<file path="src/sv/mrt_pkg.sv">
// mrt_pkg: shared types and constants of the route table engine
// depends on nothing
package mrt_pkg;

  localparam logic [3:0] OP_UPD_NOSEQ = 4'd0;
  localparam logic [3:0] OP_UPD_SEQ   = 4'd1;
  localparam logic [3:0] OP_LOOKUP    = 4'd2;
  localparam logic [3:0] OP_ADD_LIFE  = 4'd3;
  localparam logic [3:0] OP_USED      = 4'd4;
  localparam logic [3:0] OP_RERR      = 4'd5;
  localparam logic [3:0] OP_TICK      = 4'd6;
  localparam logic [3:0] OP_INC_OWN   = 4'd7;
  localparam logic [3:0] OP_UPD_OWN   = 4'd8;
  localparam logic [3:0] OP_BY_NH     = 4'd9;

  localparam logic [1:0] ST_OK       = 2'd0;
  localparam logic [1:0] ST_NOTFOUND = 2'd1;
  localparam logic [1:0] ST_FULL     = 2'd2;

  localparam logic [1:0] CFG_MY_IP  = 2'd0;
  localparam logic [1:0] CFG_ACTIVE = 2'd1;
  localparam logic [1:0] CFG_DELETE = 2'd2;

  localparam int MAX_RESULTS = 16;

  typedef struct packed {
    logic [3:0]  op;
    logic [31:0] dest_addr;
    logic [31:0] source_addr;
    logic [31:0] next_hop;
    logic [31:0] seq_num;
    logic [7:0]  hop_count;
    logic [30:0] lifetime_ms;
  } req_t;

  typedef struct packed {
    logic [1:0]  status;
    logic        present;
    logic        valid_res;
    logic        seq_known;
    logic [31:0] out_dest;
    logic [31:0] out_next_hop;
    logic [31:0] out_seq;
    logic [7:0]  out_hops;
    logic [30:0] life_left_ms;
    logic [31:0] own_seq;
    logic        route_written;
    logic        last;
  } res_t;

  // strictly later in wrapping 32-bit space
  function automatic logic is_later(input logic [31:0] a, input logic [31:0] b);
    logic [31:0] d;
    d = a - b;
    return (d != 32'd0) && !d[31];
  endfunction

endpackage

</file>
<file path="src/sv/mrt_ctrl.sv">
// mrt_ctrl: sequencer for table scans and result transfers
// depends on mrt_pkg and mrt_datapath status
module mrt_ctrl #(
  parameter int TableEntries = 16,
  parameter int IW = (TableEntries > 1) ? $clog2(TableEntries) : 1
) (
  input  logic             clk,
  input  logic             rst,
  input  logic             in_valid,
  output logic             in_ready,
  input  logic [3:0]       in_op,
  output logic             out_valid,
  input  logic             out_ready,
  output mrt_pkg::res_t    out_data,
  output logic             load,
  output logic [IW-1:0]    scan_idx,
  output logic [1:0]       key_sel,
  output logic             do_write,
  output logic             do_refresh,
  output logic             do_life,
  output logic             do_rerr,
  output logic             do_tick_now,
  output logic             do_tick_ent,
  output logic             do_own,
  output logic [IW-1:0]    sel,
  input  logic             key_hit,
  input  logic             slot_free,
  input  logic             nh_hit,
  input  logic             accept_upd,
  input  logic             mine,
  input  logic             src_mine,
  input  mrt_pkg::res_t    form
);
  localparam logic [3:0] S_IDLE = 4'd0, S_DISP = 4'd1, S_FIND = 4'd2, S_FREE = 4'd3,
                         S_ACT = 4'd4, S_EMIT = 4'd5, S_OUT = 4'd6, S_TICK = 4'd7,
                         S_NHS = 4'd8, S_INS = 4'd9;
  localparam logic [IW-1:0] LastIdx = IW'(TableEntries - 1);

  logic [3:0]    state;
  logic [IW-1:0] idx;
  logic [3:0]    op;
  logic [1:0]    phase;     // op 4: 0 source 1 dest 2 next hop
  logic          found, pend;
  logic [IW-1:0] dest_sel;
  logic [4:0]    count;
  logic [1:0]    st;
  logic          wr, use_ent, fin, upd_op;
  mrt_pkg::res_t res, emit_res;

  assign in_ready = (state == S_IDLE) && !out_valid;
  assign load = in_valid && in_ready;
  assign scan_idx = idx;
  assign upd_op = (op == mrt_pkg::OP_UPD_NOSEQ) || (op == mrt_pkg::OP_UPD_SEQ);
  assign key_sel = (op == mrt_pkg::OP_USED) ? ((phase == 2'd0) ? 2'd1 :
                   (phase == 2'd2) ? 2'd2 : 2'd0) : 2'd0;
  assign do_tick_ent = (state == S_TICK);
  assign do_tick_now = (state == S_DISP) && (op == mrt_pkg::OP_TICK);
  assign do_own = (state == S_DISP) && (op == mrt_pkg::OP_INC_OWN || op == mrt_pkg::OP_UPD_OWN);
  assign out_valid = (state == S_OUT);
  assign out_data = res;

  // one-shot entry actions in S_ACT and insert into a free slot
  always_comb begin
    do_write = 1'b0; do_refresh = 1'b0; do_life = 1'b0; do_rerr = 1'b0;
    if (state == S_INS) begin
      do_write = 1'b1;
    end else if (state == S_ACT && found) begin
      case (op)
        mrt_pkg::OP_UPD_NOSEQ, mrt_pkg::OP_UPD_SEQ: do_write = accept_upd;
        mrt_pkg::OP_ADD_LIFE: do_life = 1'b1;
        mrt_pkg::OP_RERR:     do_rerr = 1'b1;
        mrt_pkg::OP_USED:     do_refresh = 1'b1;
        default: ;
      endcase
    end
  end

  // result word, entry fields only when an entry is reported
  always_comb begin
    emit_res = use_ent ? form : '0;
    emit_res.own_seq = form.own_seq;
    emit_res.status = st;
    emit_res.route_written = wr;
    emit_res.last = fin;
  end

  // sequencer
  always_ff @(posedge clk) begin
    if (rst) begin
      state <= S_IDLE;
      idx <= '0;
      phase <= 2'd0;
      found <= 1'b0;
      pend <= 1'b0;
    end else begin
      case (state)
        S_IDLE: if (load) begin
          op <= in_op;
          state <= S_DISP;
        end
        S_DISP: begin
          idx <= '0; found <= 1'b0; pend <= 1'b0; count <= 5'd0;
          wr <= 1'b0; use_ent <= 1'b0;
          // source refresh is skipped when the source is this node
          phase <= (op == mrt_pkg::OP_USED && src_mine) ? 2'd1 : 2'd0;
          fin <= (op != mrt_pkg::OP_BY_NH);
          st <= (upd_op && mine) ? mrt_pkg::ST_NOTFOUND : mrt_pkg::ST_OK;
          case (op)
            mrt_pkg::OP_UPD_NOSEQ, mrt_pkg::OP_UPD_SEQ: state <= mine ? S_EMIT : S_FIND;
            mrt_pkg::OP_LOOKUP, mrt_pkg::OP_ADD_LIFE, mrt_pkg::OP_RERR,
            mrt_pkg::OP_USED: state <= S_FIND;
            mrt_pkg::OP_TICK: state <= S_TICK;
            mrt_pkg::OP_BY_NH: state <= S_NHS;
            default: state <= S_EMIT;
          endcase
        end
        S_FIND: begin
          if (key_hit) begin
            sel <= idx; found <= 1'b1; idx <= '0; state <= S_ACT;
          end else if (idx == LastIdx) begin
            idx <= '0; found <= 1'b0; state <= S_ACT;
          end else idx <= idx + 1'b1;
        end
        S_FREE: begin
          if (slot_free) begin
            sel <= idx; state <= S_INS;
          end else if (idx == LastIdx) begin
            st <= mrt_pkg::ST_FULL; state <= S_EMIT;
          end else idx <= idx + 1'b1;
        end
        S_INS: begin
          wr <= 1'b1; use_ent <= 1'b1; state <= S_EMIT;
        end
        S_ACT: begin
          case (op)
            mrt_pkg::OP_UPD_NOSEQ, mrt_pkg::OP_UPD_SEQ: begin
              if (found) begin
                wr <= accept_upd; use_ent <= 1'b1; state <= S_EMIT;
              end else begin
                idx <= '0; state <= S_FREE;
              end
            end
            mrt_pkg::OP_USED: begin
              // source, then destination, then the destination's next hop
              if (phase == 2'd0) begin
                phase <= 2'd1; state <= S_FIND; found <= 1'b0;
              end else if (phase == 2'd1) begin
                use_ent <= found;
                st <= found ? mrt_pkg::ST_OK : mrt_pkg::ST_NOTFOUND;
                if (found) begin
                  dest_sel <= sel; phase <= 2'd2; state <= S_FIND; found <= 1'b0;
                end else state <= S_EMIT;
              end else begin
                // report the destination entry
                sel <= dest_sel; state <= S_EMIT;
              end
            end
            default: begin
              use_ent <= found;
              st <= found ? mrt_pkg::ST_OK : mrt_pkg::ST_NOTFOUND;
              state <= S_EMIT;
            end
          endcase
        end
        S_EMIT: begin
          res <= emit_res;
          state <= S_OUT;
        end
        S_OUT: if (out_ready) begin
          if (fin) state <= S_IDLE;
          else begin
            // pending match at idx becomes the next reported entry
            count <= count + 5'd1;
            sel <= idx;
            if (idx == LastIdx || count == 5'(mrt_pkg::MAX_RESULTS - 2)) begin
              fin <= 1'b1; state <= S_EMIT;
            end else begin
              idx <= idx + 1'b1; state <= S_NHS;
            end
          end
        end
        S_TICK: begin
          if (idx == LastIdx) state <= S_EMIT;
          else idx <= idx + 1'b1;
        end
        S_NHS: begin
          // one match is held back so that the final one carries last
          if (nh_hit) begin
            if (pend) begin
              state <= S_EMIT;
            end else begin
              sel <= idx; use_ent <= 1'b1; pend <= 1'b1;
              if (idx == LastIdx) begin
                fin <= 1'b1; state <= S_EMIT;
              end else idx <= idx + 1'b1;
            end
          end else if (idx == LastIdx) begin
            // empty list reports not found
            if (!pend) st <= mrt_pkg::ST_NOTFOUND;
            fin <= 1'b1; state <= S_EMIT;
          end else idx <= idx + 1'b1;
        end
        default: state <= S_IDLE;
      endcase
    end
  end

  initial_check: assert property (@(posedge clk) disable iff (rst)
    out_valid && !out_ready |=> out_valid) else $error("result dropped");
  assert property (@(posedge clk) disable iff (rst)
    out_valid && !out_ready |=> $stable(out_data)) else $error("result changed while waiting");
  assert property (@(posedge clk) disable iff (rst)
    load |=> state == S_DISP) else $error("load did not start sequence");
  assert property (@(posedge clk) disable iff (rst)
    do_write |-> !in_ready) else $error("write while idle");
endmodule

</file>
<file path="config.mk">
export PLATFORM = sky130hd
export DESIGN_NAME = mrt_ctrl
export DESIGN_NICKNAME = d
export VERILOG_FILES = /design/src/sv/mrt_pkg.sv /design/src/sv/mrt_ctrl.sv
export SDC_FILE = /design/constraint.sdc
export NUM_CORES = 1
export LEC_CHECK = 0
export BUFFER_PORTS_ARGS = -buffer_cell sky130_fd_sc_hd__buf_2
export CORE_UTILIZATION = 39
export DETAILED_ROUTE_END_ITERATION = 6
export PLACE_DENSITY = 0.66
export SLEW_MARGIN = 40
export SYNTH_ARGS = -nofsm -noshare
export SYNTH_HDL_FRONTEND = slang
export SYNTH_SLANG_ARGS = --single-unit
</file>
<file path="constraint.sdc">
create_clock -name clk -period 18.8 [get_ports clk]
set_clock_uncertainty 0.1 [all_clocks]
set_input_delay 3.76 -clock clk [delete_from_list [all_inputs] [get_ports clk]]
set_output_delay 3.76 -clock clk [all_outputs]
set_load 0.03 [all_outputs]
</file>
==> results.md <==
- The type of origin of the critical path is an input pin.
- The kind of end point of the critical path is an output pin.
- The number of cells in the finished layout apart from fillers is about 1,300.
- The first-iteration detailed-routing DRC count is ~410.
- The number of placed instances, taps included, is ~1,200.
- Setup repair after global routing left no endpoint under its margin.
- Power spread over the standard cell area amounts to approximately 110 nW/um^2.
- A synthesized cell averages around 14 sq um.
- Once the floorplan was initialized, standard cells occupied between 30% and 40% of the core.
- In the final layout, the share of cells above drive strength 1 is around 43%.
- In the final design database the tool counted 1,152 nets.
- After detailed placement, the total cell area comes to around 11,000 sq um.
- The leakage power is 4.556 nW.
- The maximum vdd ir drop is between 0.06 and 0.07 mV.
- The die outline area is between 20,000 and 25,000 sq um.
- The number of instances in the synthesized netlist is just under 600.
- The number of placement rows is 53.
- After global routing the overflow that remains totals 0.
- The worst hold path belongs to the class flip-flop to flip-flop.
- The share of the Yosys chip area taken by registers is about 73%.
- The worst path in the final design needs a cycle of ~8100 ps, including I/O delays and setup.
- For this run, the leading register cell type out of synthesis is sky130_fd_sc_hd__edfxtp_1.
- The number of global-route vias before repair is 5,702.
- Of all nets on the critical path, the largest fanout is 2.
- The clock net in this run drives a total of 208 sinks.
- In this run the deepest clock path goes through 3 buffers.
- The die is 148.4 um tall.
- Using the TritonRoute via totals, the vias-per-cell ratio works out to approximately 4.8.
- The worst-skew pair later-pin latency is about 490 ps.
- Before antenna repair, the detailed router went through 5 iterations.
- The number of design rule violations left after detail routing is 0.
- The number of H-tree branching levels is 1.
- The run finished with clean final reports.
- In this run the post-CTS setup repair buffer count came out at 0.
- The number of hold buffers added after CTS was 0.
- The detail-routed net length per standard cell is 18.09 um.
- Derived from the worst setup path, the maximum achievable clock frequency is about 120 MHz.
- For this run, the total global-route usage over all layers was measured as between 15 and 20%.
- The initial antenna violation count is 3.
- The number of nets handed over by synthesis was ~780.
- The final worst slack is 10,690 ps.
- The cell area that synthesis handed to floorplanning was roughly 8400 sq um.
- The worst path arrival time is 4250 ps.
- Once detail routing completed, the nets flagged for antenna violations numbered 0.
- Summing over every cut layer, the via total after detailed routing is roughly 6,000.
- Pin placement for this block handled around 380 I/O pins.
- The number of inserted filler cells in the final layout is between 1,500 and 2,000.
- The wire length after detailed routing is 22.63 mm.
- Once layout is complete, the utilization of the core stands at 53.21%.
- The post-place setup slack is 10,690 ps.
- The global placer's final weighted congestion is roughly 0.86.
- Yosys printed 0 warnings.
- The core outline area is 21,020 sq um.
- Clock-pin slew was measured on the worst setup and hold paths at about 50 ps.
- The final period utilization is between 40% and 50%.
- The tool flagged a number of max-cap violations equal to 0.
- Setup violations remaining at the end of the flow were counted as 0.
- The type of the worst setup path is input pin to output pin.
- The count of buffers inserted at the top-level ports is 377.
- Synthesis inferred 208 register bits.
- Of all flip-flops after synthesis, the portion carrying an async set or reset was 0%.
- TritonCTS built the clock tree.
- The final-report hold violation count is 0.
- Compared with the post-synthesis result, the final layout area differs by 33.91%.
- The setup TNS is 0 ps.
- STA puts the critical path data required time at about 15,000 ps.
- The buffer type at the clock tree root is sky130_fd_sc_hd__clkbuf_16.
- In this run, post-CTS repair resized a total of 0 instances.
- The tightest hold margin is around 320 ps.
- The number of synthesized flops with an enable pin is about 200.
- After layout, the design draws a total of 1.175 mW.
- The pin count of the biggest net entering global routing is between 100 and 150.
- The transition at the pin with the smallest max-transition slack is 804.8 ps.
- Buffers inserted during clock tree synthesis total 23.
- The relative slew slack is 46.27%.
- The first global-routing pass estimated 32.93 mm of wire.
- Measured along the x axis, the die boundary spans 148.4 um.
- The cell area after layout is 11,190 sq um.
- The final count of pins violating max slew is 0.
- The wire-length estimate of the detail-placed layout is roughly 17 mm.
- The count of distinct cell types in the synthesized netlist is just under 60.
final timing paths:
| path | from | endpoint | slack [ps] | cells after the start |
|---|---|---|---|---|
| max reg2reg | state[0]$_SDFFE_PP0P_ | out_data[130]$_SDFFCE_PN0P_ | 15750 | 4 |
| max | accept_upd | do_write | 10690 | 4 |
| min | st[1]$_DFFE_PP_ | out_data[173]$_DFFE_PP_ | 320 | 0 |
| min reg2reg | st[1]$_DFFE_PP_ | out_data[173]$_DFFE_PP_ | 320 | 0 |
worst max-delay path, cell delays in order:
cell                      delay (ps)
sky130_fd_sc_hd__buf_2            90
sky130_fd_sc_hd__nand2_1          40
sky130_fd_sc_hd__o22ai_1         140
sky130_fd_sc_hd__buf_2           220
placed cells by master, fill, tap and decap left out, types with 6 or more instances in the layout:
master and instances:
sky130_fd_sc_hd__nand2_1 34, sky130_fd_sc_hd__nand2b_1 8, sky130_fd_sc_hd__nor2b_1 7, sky130_fd_sc_hd__a21oi_1 14, sky130_fd_sc_hd__buf_2 377, sky130_fd_sc_hd__nor2_1 32
sky130_fd_sc_hd__a31oi_1 10, sky130_fd_sc_hd__nor3_1 7, sky130_fd_sc_hd__nand3_1 8, sky130_fd_sc_hd__inv_1 6, sky130_fd_sc_hd__and2_1 139, sky130_fd_sc_hd__dfxtp_1 12
sky130_fd_sc_hd__o21ai_0 6, sky130_fd_sc_hd__edfxtp_1 196, sky130_fd_sc_hd__clkbuf_16 23
per-layer routing:
layer | GRT usage [%] | wire [um] | part of all wire [%] | up-vias
li1 | - | - | - | 2876
met1 | 22.78 | 8142 | 36 | 2771
met2 | 35.33 | 11630 | 51 | 294
met3 | 5.276 | 2129 | 9.4 | 44
met4 | 6.649 | 698 | 3.1 | 4
met5 | 0 | 31 | 0.14 | -
report_power, final:
group          switching (mW)  internal, mW  total (mW)
Clock                   0.168         0.227       0.395
Sequential             0.0276         0.544       0.572
Combinational           0.128        0.0804       0.208
Total                   0.323         0.851        1.17
state kept, by name (all words and copies together) (netlist names):
| name | flops |
|---|---|
| st | 2 |
| dest_sel | 4 |
| fin | 1 |
| pend | 1 |
| wr | 1 |
| found | 1 |
| state | 4 |
| op | 4 |
| phase | 2 |
| out_data | 174 |
| use_ent | 1 |
| count | 5 |
| scan_idx | 4 |
| sel | 4 |
cell families after synthesis:
kind of cell,after synthesis,synth area share (%)
and+or+nand+nor,271,18.92
adders and majority gates,3,0.4494
AOI/OAI and AO/OA,59,4.839
muxes,2,0.2397
xor gates and xnor gates,4,0.4195
buffers and inverters,37,1.797
DFF,208,73.34
synthesized netlist by cell type, drive strengths merged (3+ instances only):
cell type | count | share of area [%]
a31oi | 10 | 0.75
nand2b | 8 | 0.60
or4b | 3 | 0.36
nand2 | 34 | 1.5
nand3 | 8 | 0.48
a21oi | 14 | 0.84
o21ai | 6 | 0.36
inv | 6 | 0.27
dfxtp | 12 | 2.9
or3 | 5 | 0.37
nand3b | 3 | 0.27
nor4 | 3 | 0.30
a2111oi | 3 | 0.31
ha | 3 | 0.45
and3 | 4 | 0.30
nor3 | 9 | 0.60
o22ai | 5 | 0.45
buf | 11 | 0.63
xor2 | 3 | 0.31
edfxtp | 196 | 70
nor2 | 32 | 1.4
a211oi | 3 | 0.27
nor2b | 7 | 0.52
clkbuf | 20 | 0.90
nor4b | 4 | 0.49
and2 | 140 | 11
area by class of cell:
cell class	instances	area [sq um]	area share, %
repair buffers	383	1939	17.34
diodes	3	7.507	0.06711
well taps	275	344.1	3.076
clock buffers	28	604.3	5.403
flip-flops and latches	208	6126	54.77
multi-input cells	339	2091	18.69
inverters	6	22.52	0.2013
clock inverters	9	51.30	0.4586
Power figures use the tool's default switching activity.
