===== src/sv/mrt_pkg.sv =====
// mrt_pkg: shared types and constants of the route table engine
// depends on nothing
package mrt_pkg;

  localparam logic [3:0] OP_UPD_NOSEQ = 4'd0;
  localparam logic [3:0] OP_UPD_SEQ   = 4'd1;
  localparam logic [3:0] OP_LOOKUP    = 4'd2;
  localparam logic [3:0] OP_ADD_LIFE  = 4'd3;
  localparam logic [3:0] OP_USED      = 4'd4;
  localparam logic [3:0] OP_RERR      = 4'd5;
  localparam logic [3:0] OP_TICK      = 4'd6;
  localparam logic [3:0] OP_INC_OWN   = 4'd7;
  localparam logic [3:0] OP_UPD_OWN   = 4'd8;
  localparam logic [3:0] OP_BY_NH     = 4'd9;

  localparam logic [1:0] ST_OK       = 2'd0;
  localparam logic [1:0] ST_NOTFOUND = 2'd1;
  localparam logic [1:0] ST_FULL     = 2'd2;

  localparam logic [1:0] CFG_MY_IP  = 2'd0;
  localparam logic [1:0] CFG_ACTIVE = 2'd1;
  localparam logic [1:0] CFG_DELETE = 2'd2;

  localparam int MAX_RESULTS = 16;

  typedef struct packed {
    logic [3:0]  op;
    logic [31:0] dest_addr;
    logic [31:0] source_addr;
    logic [31:0] next_hop;
    logic [31:0] seq_num;
    logic [7:0]  hop_count;
    logic [30:0] lifetime_ms;
  } req_t;

  typedef struct packed {
    logic [1:0]  status;
    logic        present;
    logic        valid_res;
    logic        seq_known;
    logic [31:0] out_dest;
    logic [31:0] out_next_hop;
    logic [31:0] out_seq;
    logic [7:0]  out_hops;
    logic [30:0] life_left_ms;
    logic [31:0] own_seq;
    logic        route_written;
    logic        last;
  } res_t;

  // strictly later in wrapping 32-bit space
  function automatic logic is_later(input logic [31:0] a, input logic [31:0] b);
    logic [31:0] d;
    d = a - b;
    return (d != 32'd0) && !d[31];
  endfunction

endpackage


===== src/sv/mrt_datapath.sv =====
// mrt_datapath: route table storage, scan compare and result formation
// depends on mrt_pkg; driven by mrt_ctrl commands
module mrt_datapath #(
  parameter int TableEntries = 16,
  parameter int IW = (TableEntries > 1) ? $clog2(TableEntries) : 1
) (
  input  logic             clk,
  input  logic             rst,
  input  logic             cfg_we,
  input  logic [1:0]       cfg_idx,
  input  logic [31:0]      cfg_data,
  input  mrt_pkg::req_t    req,
  input  logic             load,       // capture request
  input  logic [IW-1:0]    scan_idx,
  input  logic [1:0]       key_sel,    // 0 dest 1 source 2 stored next hop
  input  logic             do_write,   // perform update at sel
  input  logic             do_refresh,
  input  logic             do_life,
  input  logic             do_rerr,
  input  logic             do_tick_now,
  input  logic             do_tick_ent,
  input  logic             do_own,
  input  logic [IW-1:0]    sel,
  output logic             key_hit,
  output logic             slot_free,
  output logic             nh_hit,
  output logic             accept_upd,
  output logic             mine,
  output logic             src_mine,
  output mrt_pkg::res_t    form      // result fields for entry sel
);
  logic [31:0] my_ip;
  logic [30:0] active_ms, delete_ms;
  logic [31:0] now_ms, own_seq;
  mrt_pkg::req_t r;
  logic [TableEntries-1:0] used, vld;
  logic        sv_f [TableEntries];
  logic [31:0] dst [TableEntries];
  logic [31:0] nhp [TableEntries];
  logic [31:0] sq [TableEntries];
  logic [7:0]  hp [TableEntries];
  logic [31:0] exp_t [TableEntries];
  logic [31:0] key, left, life_sel, active_exp;

  // config and request capture
  always_ff @(posedge clk) begin
    if (rst) begin
      my_ip <= 32'd0;
      active_ms <= 31'd3000;
      delete_ms <= 31'd15000;
    end else if (cfg_we) begin
      case (cfg_idx)
        mrt_pkg::CFG_MY_IP:  my_ip <= cfg_data;
        mrt_pkg::CFG_ACTIVE: active_ms <= cfg_data[30:0];
        mrt_pkg::CFG_DELETE: delete_ms <= cfg_data[30:0];
        default: ;
      endcase
    end
    if (load) r <= req;
  end

  always_comb begin
    case (key_sel)
      2'd1:    key = r.source_addr;
      2'd2:    key = nhp[sel];
      default: key = r.dest_addr;
    endcase
  end

  assign key_hit = used[scan_idx] && (dst[scan_idx] == key);
  assign slot_free = !used[scan_idx];
  assign nh_hit = used[scan_idx] && vld[scan_idx] && (nhp[scan_idx] == r.next_hop);
  assign mine = (r.dest_addr == my_ip) || (r.next_hop == my_ip);
  assign src_mine = (r.source_addr == my_ip);
  assign accept_upd = (r.op == mrt_pkg::OP_UPD_NOSEQ) || !vld[sel] ||
                      mrt_pkg::is_later(r.seq_num, sq[sel]) ||
                      ((r.seq_num == sq[sel]) && (r.hop_count < hp[sel]));
  assign life_sel = (r.op == mrt_pkg::OP_UPD_SEQ && r.lifetime_ms != 31'd0) ?
                    {1'b0, r.lifetime_ms} : {1'b0, active_ms};
  assign active_exp = now_ms + {1'b0, active_ms};

  // table state
  always_ff @(posedge clk) begin
    if (rst) begin
      used <= '0;
      vld <= '0;
      now_ms <= 32'd0;
      own_seq <= 32'd0;
    end else begin
      if (do_write) begin
        used[sel] <= 1'b1;
        vld[sel] <= 1'b1;
      end
      if (do_refresh) vld[sel] <= 1'b1;
      if (do_rerr) vld[sel] <= 1'b0;
      if (do_tick_now) now_ms <= now_ms + 32'd1;
      if (do_tick_ent && used[scan_idx] && !mrt_pkg::is_later(exp_t[scan_idx], now_ms)) begin
        if (vld[scan_idx]) vld[scan_idx] <= 1'b0;
        else used[scan_idx] <= 1'b0;
      end
      if (do_own) begin
        if (r.op == mrt_pkg::OP_INC_OWN) own_seq <= own_seq + 32'd1;
        else if (!mrt_pkg::is_later(own_seq, r.seq_num)) own_seq <= r.seq_num;
      end
    end
  end

  // entry payload, no reset
  always_ff @(posedge clk) begin
    if (do_write) begin
      sv_f[sel] <= (r.op == mrt_pkg::OP_UPD_SEQ);
      dst[sel] <= r.dest_addr;
      nhp[sel] <= r.next_hop;
      sq[sel] <= (r.op == mrt_pkg::OP_UPD_SEQ) ? r.seq_num : 32'd0;
      hp[sel] <= r.hop_count;
      exp_t[sel] <= now_ms + life_sel;
    end
    if (do_refresh && mrt_pkg::is_later(active_exp, exp_t[sel])) exp_t[sel] <= active_exp;
    if (do_life && mrt_pkg::is_later(now_ms + {1'b0, r.lifetime_ms}, exp_t[sel]))
      exp_t[sel] <= now_ms + {1'b0, r.lifetime_ms};
    if (do_rerr) begin
      if (vld[sel]) sq[sel] <= sq[sel] + 32'd1;
      exp_t[sel] <= now_ms + {1'b0, delete_ms};
    end
    if (do_tick_ent && used[scan_idx] && vld[scan_idx] &&
        !mrt_pkg::is_later(exp_t[scan_idx], now_ms))
      exp_t[scan_idx] <= now_ms + {1'b0, delete_ms};
  end

  // result fields of selected entry
  always_comb begin
    left = exp_t[sel] - now_ms;
    if (left == 32'd0 || left[31]) left = 32'd1;
    form = '0;
    form.present = 1'b1;
    form.valid_res = vld[sel];
    form.seq_known = sv_f[sel];
    form.out_dest = dst[sel];
    form.out_next_hop = nhp[sel];
    form.out_seq = sq[sel];
    form.out_hops = hp[sel];
    form.life_left_ms = left[30:0];
    form.own_seq = own_seq;
  end
endmodule


===== config.mk =====
export PLATFORM = sky130hd
export DESIGN_NAME = mrt_datapath
export DESIGN_NICKNAME = d
export VERILOG_FILES = /design/src/sv/mrt_pkg.sv /design/src/sv/mrt_datapath.sv
export SDC_FILE = /design/constraint.sdc
export NUM_CORES = 2
export LEC_CHECK = 0
export ABC_CLOCK_PERIOD_IN_PS = 11750
export CORE_MARGIN = 10
export CORE_UTILIZATION = 40
export CTS_BUF_LIST = sky130_fd_sc_hd__clkbuf_4
export CTS_CLUSTER_SIZE = 14
export DETAILED_ROUTE_END_ITERATION = 8
export DONT_BUFFER_PORTS = 1
export PLACE_DENSITY_LB_ADDON = 0.12
export REMOVE_ABC_BUFFERS = 1
export SYNTH_ARGS = -nofsm -noshare
export SYNTH_HDL_FRONTEND = slang
export SYNTH_SLANG_ARGS = --single-unit

===== constraint.sdc =====
create_clock -name clk -period 11.75 [get_ports clk]
set_clock_uncertainty 0.2 [all_clocks]
set_input_delay 1.7625 -clock clk [delete_from_list [all_inputs] [get_ports clk]]
set_output_delay 1.7625 -clock clk [all_outputs]
set_load 0.02 [all_outputs]

==> summary by stage <==
Drt
The first-pass detailed-route iteration total is 8. The post-detailed-routing wire length is between 400 and 500 mm. The wire length per cell after detailed routing is 33.8 µm.

The iteration-0 DRC count of the detailed router is approximately 9.9k. The count of nets left with antenna violations once routing finished came out at 0. After detailed routing, the number of remaining DRC violations is 0.

Dividing the detail-routed via count by the number of cells gives slightly above 6. Across all layers, the routed design uses 90.2k vias.

Power
IR analysis of the VDD net gives a maximum drop of approximately 100 µV. The analysis attributes to cell leakage a power of around 0.053 µW. Power spread over the standard cell area amounts to roughly 150 nW/µm².

Floorplan
The total core area is 337,000 µm². The die width is between 600 and 700 µm. The die is about 600 µm tall. In this run the core area contains about 210 standard-cell rows. The starting density of the core is 0.402.

The floorplan step defined a die boundary enclosing between 300,000 and 400,000 µm². The I/O pin total is 406.

Worst setup path
At the worst endpoint, the arrival time is around 9200 ps. The buffer and inverter count on the worst path is 5. The startpoint type of the worst setup path is a primary input. The worst setup path category is in -> out.

The flop-to-flop setup slack is about 2300 ps. The cell count of the worst reg-to-reg path is 29. The worst register-to-register path begins at now_ms[0]$_SDFFE_PP0P_. The gate family responsible for the most delay along the worst path is buffers and inverters. The kind of capture point of the worst setup path is a primary output. The largest single stage delay on the critical path is 670 ps. Of all nets on the critical path, the largest fanout is 181.

The standard cell with the maximum stage delay on the critical path is sky130_fd_sc_hd__buf_16. At the worst endpoint, the required time is around 9800 ps. Walking the worst path, the cells encountered are buf_16 -> buf_16 -> buf_16 -> mux4_2 -> mux4_2 -> ha_1 -> nor2b_1 -> o21a_1 -> o21ai_0 -> a211oi_1 -> nand2b_1 -> xnor2_1 -> nand4_1 -> a2111o_1 -> a2111oi_0 -> buf_4 -> nand4_1 -> and4b_1 -> nand4_1 -> o21ai_0 -> buf_4. The destination of the worst register-to-register timing path is exp_t[13][25]$_DFFE_PP_.

Timing
The post-route clock period utilization is 0.951. The number of max-slew violations in the final report is about 170. The count of endpoints failing hold in the final timing report is 0. The routed design could run at a clock period as short as 11,170 ps. Static timing analysis puts the maximum clock frequency at between 80 and 90 MHz. For the pin with the worst max-slew slack, the measured transition is between 2000 and 2500 ps.

Setup violations remaining at the end of the flow were counted as 0. The aggregate negative setup slack is 0 ps. Measured against its own limit, the worst slew margin works out to -0.554. Setup repair after global routing left no endpoint under its margin.

Outcome
The checks that failed: max-slew violations. The run finished, with violations left.

Run
Max-cap violations in this run came to 0.

Synthesis
The area share of the leading cell type in the synthesized netlist is 0.523. The synthesized netlist occupies a cell area of approximately 140,000 µm². The sequential fraction of the synthesis area is 0.551. After synthesis, the cell types taking the most area are sky130_fd_sc_hd__edfxtp_1, sky130_fd_sc_hd__mux4_2, sky130_fd_sc_hd__mux2i_1, sky130_fd_sc_hd__ha_1, sky130_fd_sc_hd__dfxtp_1.

The synthesized design contains 2,363 enable-type register cells. The async set or reset register ratio after synthesis is 0. The Yosys step of the flow raised 0 warnings. The largest area contributor in the synthesized netlist is sky130_fd_sc_hd__edfxtp_1. The post-synthesis cell count is between 8k and 9k. The netlist uses 110 different library cells. In the synthesized netlist the dominant register cell turns out to be sky130_fd_sc_hd__edfxtp_1. The synthesis-stage register bit count is about 2.6k. The synthesized area per cell is between 15 and 20 µm².

Min path
The number of cells traversed by the worst hold path is 2. The path class of the tightest hold or removal check is in -> reg. For hold timing, the worst endpoint is delete_ms[30]$_SDFFE_PP0P_.

In this run the most critical hold path is launched from cfg_data[30].

Clock tree
The clock-pin slew of the registers on the worst-case setup and hold paths is approximately 70 ps. The number of levels in the clock H-tree is 6. The clock latency of the later-clocked register in the worst-skew pair is between 1500 and 2000 ps. In this run the clock root is driven by a sky130_fd_sc_hd__clkbuf_4. The number of sinks handled by clock tree synthesis is between 2k and 3k. No sink is reached through more buffers than the 4 on the longest clock path. Buffers added to address setup during post-CTS repair amount to 0.

The clock tree from TritonCTS is yes. The TritonCTS buffer count is between 600 and 700.

Global route
The residual overflow from global routing is 0. The total global-route track usage is 0.261. The number of global-route vias before repair is between 90k and 100k.

The number of antenna violations at the first check in global routing is 48. Entering global routing, the biggest net connects about 570 pins. The first global-routing pass estimated around 700 mm of wire.

Placement
Once detailed placement completed, the half-perimeter wirelength came to approximately 300 mm. The weighted congestion at the end of routability-driven global placement is between 0.9 and 1. During placement, the flow inserted port buffers numbering 0. In this run, placement finished with an instance count of roughly 13k.

Finish
The share of cells above drive strength 1 is 0.278. The synthesis-to-finish area growth is 12.6%. At the end of the flow, the number of nets in the layout was approximately 10k. After filler insertion, the fill cell instance count of the layout stands at around 30k. The count of non-filler cells in the finished layout is around 15k.
[final cells by class]
| class | instances | area [µm²] | share of cell area |
|---|---|---|---|
| Sequential cell | 2553 | 74800 | 0.489 |
| Multi-Input combinational cell | 5482 | 57800 | 0.378 |
| Clock buffer | 1037 | 7780 | 0.0509 |
| Tap cell | 4515 | 5650 | 0.0370 |
| Timing Repair Buffer | 446 | 4550 | 0.0298 |
| Clock inverter | 160 | 1080 | 0.00708 |
| Inverter | 284 | 1070 | 0.00698 |
| Antenna cell | 45 | 113 | 0.000737 |
[worst max path at each step]
| stage | start | to | slack [ps] | depth (start not counted) |
|---|---|---|---|---|
| after floorplan | r[170]$_DFFE_PP_ | exp_t[6][31]$_DFFE_PP_ | 2680 | 17 |
| after global placement | sel[0] | form[34] | 650 | 21 |
| after detailed placement | sel[0] | accept_upd | 580 | 21 |
| after CTS | sel[0] | accept_upd | 540 | 21 |
| after global routing | sel[0] | accept_upd | 9 | 21 |
| final | sel[1] | form[34] | 580 | 21 |
[where the power goes]
part | total (µW) | internal (µW) | switching, µW
Combinational | 3550 | 1390 | 2160
Sequential | 10500 | 10200 | 292
Clock | 8170 | 4280 | 3890
Total | 22200 | 15900 | 6340
[metal layers]
| metal | share of wire | wire length (µm) | GRT usage |
|---|---|---|---|
| met5 | 0.00034 | 165 | 0 |
| met1 | 0.41 | 201000 | 0.352 |
| met3 | 0.084 | 41300 | 0.0566 |
| met4 | 0.039 | 19000 | 0.0966 |
| met2 | 0.47 | 229000 | 0.415 |
[cells in the mapped netlist, types with 63 or more instances]
library cell / instances
sky130_fd_sc_hd__a211oi_1: 70
sky130_fd_sc_hd__a21o_1: 108
sky130_fd_sc_hd__a21oi_1: 402
sky130_fd_sc_hd__buf_1: 63
sky130_fd_sc_hd__buf_2: 108
sky130_fd_sc_hd__clkbuf_1: 299
sky130_fd_sc_hd__dfxtp_1: 190
sky130_fd_sc_hd__edfxtp_1: 2363
sky130_fd_sc_hd__ha_1: 322
sky130_fd_sc_hd__inv_1: 284
sky130_fd_sc_hd__mux2_2: 70
sky130_fd_sc_hd__mux2i_1: 500
sky130_fd_sc_hd__mux4_2: 1177
sky130_fd_sc_hd__nand2_1: 505
sky130_fd_sc_hd__nand2b_1: 63
sky130_fd_sc_hd__nand3_1: 141
sky130_fd_sc_hd__nand4_1: 81
sky130_fd_sc_hd__nor2_1: 350
sky130_fd_sc_hd__nor2b_1: 63
sky130_fd_sc_hd__nor3_1: 90
sky130_fd_sc_hd__nor4_1: 72
sky130_fd_sc_hd__o21ai_0: 256
sky130_fd_sc_hd__xnor2_1: 198
sky130_fd_sc_hd__xor2_1: 201
[placed cells by master (no fill, tap or decap), types with 108 or more instances in the layout]
| cell | n |
|---|---|
| sky130_fd_sc_hd__a21o_1 | 108 |
| sky130_fd_sc_hd__a21oi_1 | 401 |
| sky130_fd_sc_hd__buf_4 | 193 |
| sky130_fd_sc_hd__clkbuf_4 | 1037 |
| sky130_fd_sc_hd__dfxtp_1 | 190 |
| sky130_fd_sc_hd__dlygate4sd3_1 | 204 |
| sky130_fd_sc_hd__edfxtp_1 | 2363 |
| sky130_fd_sc_hd__ha_1 | 320 |
| sky130_fd_sc_hd__inv_1 | 283 |
| sky130_fd_sc_hd__mux2i_1 | 500 |
| sky130_fd_sc_hd__mux4_2 | 1177 |
| sky130_fd_sc_hd__nand2_1 | 504 |
| sky130_fd_sc_hd__nand3_1 | 140 |
| sky130_fd_sc_hd__nor2_1 | 333 |
| sky130_fd_sc_hd__o21ai_0 | 254 |
| sky130_fd_sc_hd__xnor2_1 | 191 |
| sky130_fd_sc_hd__xor2_1 | 193 |
[stage by stage]
stage	area [µm²]	util	total power (µW)	setup slack (ps)	hold WS, ps
after global placement	142000	0.420	14000	650	252
after global routing	153000	0.453	23100	9.42	120
after CTS	153000	0.452	22300	537	0.0262
final	153000	0.453	22200	578	184
after detailed placement	142000	0.420	14000	577	257
after floorplan	133000	-	12700	2680	235
[flip-flops by register name, summed over array words and instances (netlist names), 31 cells and up]
| signal | cells |
|---|---|
| exp_t | 512 |
| hp | 128 |
| now_ms | 32 |
| nhp | 512 |
| r | 171 |
| dst | 512 |
| delete_ms | 31 |
| my_ip | 32 |
| own_seq | 32 |
| active_ms | 31 |
| sq | 512 |
[worst reg2reg max path: cells and delay by family, from the launching register on]
family,cells,cell delay [ps]
and+or+nand+nor,3,810
DFF,1,700
AOI/OAI and AO/OA,16,4300
muxes,3,1100
buffers and inverters,4,800
adders and majority gates,3,1180
[kinds of logic (layout without fill, tap and decap cells)]
logic type | Yosys count | in the layout | synth area share
flops | 2553 | 2553 | 0.551
mux | 1757 | 1757 | 0.239
compound gates | 1405 | 1405 | 0.0682
buf+inv | 841 | 1927 | 0.0281
other cells | 2 | 50 | 0.0000553
xor+xnor | 400 | 400 | 0.0259
fa+ha+maj | 332 | 332 | 0.0312
simple gates | 1583 | 1583 | 0.0565
[what timing repair did]
action / 4_1_cts / 5_1_grt
gates resized for setup: 0 / 0
endpoints found under the hold margin: 274 / 0
setup endpoints to repair: 0 / 2
hold buffers: 206 / 0
(Power assumes the default switching activity.)
